File: src/cpt_pkg.sv
// shared types and constants for the coplanarity test block
// used by cpt_mac and coplanarity_test, no dependencies
package cpt_pkg;

	localparam int COORD_BITS_DEF = 16;
	localparam int FIELD_W        = 16;
	localparam int TOL_W          = 52;
	localparam int ACC_W          = 64;
	localparam int APB_DW         = 64;
	localparam int APB_AW         = 4;
	localparam int REG_IDX_W      = APB_AW - 3;

	localparam logic [REG_IDX_W-1:0] REG_TOLERANCE = '0;

	typedef enum logic [2:0] {
		OP_LOAD,
		OP_ADD,
		OP_NSUB,
		OP_OFFS,
		OP_DIST
	} mac_op_t;

	typedef struct packed {
		logic    vld;
		mac_op_t op;
		logic [1:0] idx;
	} mac_ctl_t;

	typedef enum logic [2:0] {
		ST_IDLE,
		ST_RUN,
		ST_DRAIN,
		ST_SUB,
		ST_ABS,
		ST_CMP,
		ST_FIN
	} st_t;

endpackage

File: src/cpt_mac.sv
// shared signed multiplier with registered product and 64-bit accumulator
// depends on cpt_pkg
module cpt_mac import cpt_pkg::*; #(
	parameter int AW = 2 * COORD_BITS_DEF + 3,
	parameter int BW = COORD_BITS_DEF + 1
) (
	input  logic                 clk,
	input  logic                 arst_n,
	input  mac_ctl_t             ctl,
	input  logic signed [AW-1:0] op_a,
	input  logic signed [BW-1:0] op_b,
	output mac_ctl_t             ctl_o,
	output logic [ACC_W-1:0]     sum
);

	localparam int PW = AW + BW;

	mac_ctl_t             ctl_s1;
	logic signed [PW-1:0] prod_s1;
	logic [ACC_W-1:0]     acc_q;
	logic [ACC_W-1:0]     prod_x;

	always_ff @(posedge clk or negedge arst_n) begin
		if (!arst_n) begin
			ctl_s1 <= '0;
		end else begin
			ctl_s1 <= ctl;
		end
	end

	always_ff @(posedge clk) begin
		prod_s1 <= op_a * op_b;
		if (ctl_s1.vld) begin
			acc_q <= sum;
		end
	end

	always_comb begin
		prod_x = ACC_W'(prod_s1);
		case (ctl_s1.op)
			OP_LOAD: sum = prod_x;
			OP_NSUB: sum = acc_q - prod_x;
			default: sum = acc_q + prod_x;
		endcase
	end

	assign ctl_o = ctl_s1;

endmodule

File: config.mk
export PLATFORM = sky130hd
export DESIGN_NAME = cpt_mac
export DESIGN_NICKNAME = d
export VERILOG_FILES = /design/src/cpt_pkg.sv /design/src/cpt_mac.sv
export SDC_FILE = /design/constraint.sdc
export NUM_CORES = 2
export LEC_CHECK = 0
export ABC_CLOCK_PERIOD_IN_PS = 9040
export CAP_MARGIN = 20
export CORE_ASPECT_RATIO = 1.75
export CORE_MARGIN = 10
export CORE_UTILIZATION = 35
export CTS_BUF_LIST = sky130_fd_sc_hd__clkbuf_16
export DETAILED_ROUTE_END_ITERATION = 8
export DONT_BUFFER_PORTS = 1
export SYNTH_ARGS = -nofsm -noshare
export SYNTH_HDL_FRONTEND = slang
export SYNTH_SLANG_ARGS = --single-unit
File: constraint.sdc
create_clock -name clk -period 9.04 [get_ports clk]
set_clock_uncertainty 0.2 [all_clocks]
set_input_delay 0.452 -clock clk [delete_from_list [all_inputs] [get_ports clk]]
set_output_delay 0.452 -clock clk [all_outputs]
set_load 0.05 [all_outputs]
==> metrics.txt <==
Post-CTS Setup Repair Bufs 0; xor/xnor share of the synthesized area under 10%; Vert. Die Dim between 300 and 400 um; site row count 139; post-route clock period utilization 82.6%; via count of the routed design approximately 22,000; flops & latches, synth roughly 120; count of max-cap constraint violations 0; layout cells sized above 1 under 10%; required time of the critical path around 8400 ps; mux share of post-synthesis cell area 0.0348%; peak clock frequency supported by timing approximately 0.13 GHz; number of endpoints failing setup at the final stage 0; time the worst path needs with I/O delays and setup 7470 ps; total gr overflow 0; sequential cell area fraction in the yosys report a little over a tenth; insertion delay to the later sink of the worst-skew pair between 400 and 500 ps; commonest cells after routing, fill and taps aside 571 x inv_1, 567 x fa_1, 412 x nand2_1; routed wire length per instance between 20 and 25 um; DP Wirelength slightly above 70,000 um; number of input and output port buffers inserted 0; area delta synth->final 6.43%; detailed-route wire length between 80,000 and 90,000 um; via count of the first global-routing pass between 20,000 and 25,000; count of non-filler cells in the finished layout 4,265; Max H-tree Level 4; buffers from clock root to sink, at most 2; Cell Area, Synth between 20,000 and 30,000 sq um; clock-pin slew reported for the worst setup and hold paths after clock tree synthesis around 60 ps; number of nets in the final layout about 4,000; predominant post-synthesis flop cell edfxtp_1; Iteration-0 DRC Markers ~1,200; count of pins over their slew limit 0; antenna violations before repair 5; worst setup path category reg2out; clock sink count 122; Die Area 94,600 sq um; Worst setup EP type primary output; TritonRoute pass-1 iters 7; complex-gate fraction of the synthesized area roughly a tenth; pin count of the biggest net entering global routing 66; combinational family with the most area after synthesis adder cells; post-placement cell count between 4,000 and 5,000; Arr. time, crit path slightly below 7000 ps; max-slew headroom at the worst pin roughly a quarter; worst slack after detailed placement roughly 1400 ps; residual antenna-violating net count after detailed routing 0; Final Hold Viols 0; post-synthesis net count approximately 4,000; number of library cell types mapped by synthesis between 60 and 70; CTS tree done; most frequent standard cell in the layout excluding fill and tap cells inv_1; outcome complete, no violations; Syn Area/Cell just under 9 sq um; basic-gate share of the synthesized area counting and, or, nand and nor cells about 17%; global-route total usage across every layer between 10% and 20%; starting utilization of the core area between 30% and 40%; Worst Tran Pin Value 1140 ps; worst hold path type in2reg; top-level I/O count 130; total core area 81,700 sq um; DIE WIDTH approximately 240 um; Post-synth EDFFs 64; DRC 0; count of synthesis-stage warnings from yosys 0; RSZ-0062 raised after global routing no; cell chosen for the clock root clkbuf_16; Cells after Synth about 3,300; arithmetic-cell share of the synthesized area counting full adders, half adders and majority gates 47.5%; Async SR Flop Fraction under 10%; global-route wire length before repair roughly 140,000 um; crit path launch type flop; number of buffers added by the clock tree synthesis step 17; Final Wtd Congestion roughly 0.92; TNS Setup 0 ps; Worst Path Max Fanout 9; vias per cell 5.20; final worst slack 1570 ps
## per-layer routing
metal | vias to the layer above | wire, um | GRT usage, %
li1 | 10054 | - | -
met1 | 11346 | 29500 | 18.0
met2 | 603 | 49300 | 37.0
met3 | 196 | 4470 | 3.10
met4 | 0 | 4530 | 9.65
met5 | - | 0 | 0
## Yosys cell counts (4+ instances only)
cell type | count | area [sq um]
inv_1 | 571 | 2140
fa_1 | 567 | 11400
nand2_1 | 412 | 1550
and2_1 | 258 | 1610
ha_1 | 185 | 2310
a21oi_1 | 182 | 911
nor2_1 | 169 | 634
clkbuf_1 | 150 | 563
o21ai_0 | 107 | 536
xnor2_1 | 83 | 727
xor2_1 | 75 | 657
edfxtp_1 | 64 | 1920
a21o_1 | 54 | 405
dfxtp_1 | 52 | 1040
nand3_1 | 34 | 170
nor3_1 | 23 | 115
o21bai_1 | 22 | 165
nand4_1 | 21 | 131
o31ai_1 | 21 | 158
nor2b_1 | 17 | 106
or3_1 | 16 | 100
a31oi_1 | 15 | 93.8
and3_1 | 15 | 93.8
o21a_1 | 14 | 105
nand2b_1 | 13 | 81.3
a211oi_1 | 12 | 90.1
nor4_1 | 10 | 62.6
and4_1 | 7 | 61.3
dfrtp_1 | 6 | 150
o211ai_1 | 6 | 45.0
or2_2 | 6 | 37.5
a311oi_1 | 5 | 43.8
nand3b_1 | 5 | 37.5
a311o_1 | 4 | 40.0
o31a_1 | 4 | 35.0
o41ai_1 | 4 | 35.0
## sequential cells by signal (all words and copies together) (netlist names)
name / cells
prod_s1: 52
acc_q: 64
ctl_o: 6
## cells by family after synthesis
| group | count (synthesis) |
|---|---|
| compound gates | 481 |
| xor+xnor | 159 |
| fa+ha+maj | 752 |
| buf+inv | 723 |
| flops | 122 |
| mux | 1 |
| simple gates | 1021 |
## final cells by class
class | count | area [sq um]
fillers | 8290 | 51100
multi-input cells | 2414 | 23000
flip-flops and latches | 122 | 3120
inverters | 571 | 2140
well taps | 1057 | 1320
repair buffers | 67 | 489
clock buffers | 17 | 425
clock inverters | 15 | 148
diodes | 2 | 5.00
## through the flow
step	hold slack, ps	cell area, sq um	utilization (%)
floorplan	-43.6	28800	-
global placement	-43.4	29800	36.5
detailed placement	-43.4	29900	36.5
CTS	47.3	30500	37.3
global route	64.9	30600	37.5
finish	65.3	30600	37.5
## worst max-delay path, stage by stage, from the launching register on
cell	delay, ps
dfxtp_1	370
or4_4	560
or4_4	470
nor3_1	510
nand2_1	190
nor2_1	460
inv_1	150
o21ai_0	210
xor2_1	170
ha_1	350
a21oi_1	240
o21ai_0	190
a31oi_1	210
o21ai_0	140
a22oi_1	310
nand3_1	180
a31oi_1	480
o21ai_0	210
xnor2_1	150
o21ai_1	810
## what timing repair did
| item | in CTS | in global routing |
|---|---|---|
| endpoints found under the hold margin | 13 | 0 |
| hold buffers | 9 | 0 |
| setup endpoints to repair | 0 | 0 |
| resized for setup | 0 | 0 |
## path summary, 6_finish.rpt
check / from / endpoint / slack, ps / cells past startpoint
worst min-delay path: op_a[0] / prod_s1[2]$_DFF_P_ / 70 / 2
worst max register to register: prod_s1[8]$_DFF_P_ / acc_q[57]$_DFFE_PP_ / 2130 / 19
worst max-delay path: prod_s1[8]$_DFF_P_ / sum[57] / 1570 / 19
max in group asynchronous: arst_n / ctl_o[5]$_DFF_PN0_ / 8300 / 1
min in group asynchronous: arst_n / ctl_o[5]$_DFF_PN0_ / 110 / 1
worst min register to register: prod_s1[48]$_DFF_P_ / acc_q[48]$_DFFE_PP_ / 460 / 2
Power is not shown: default switching activity piles up to over one toggle a cycle in this logic, so the estimate is an artifact.
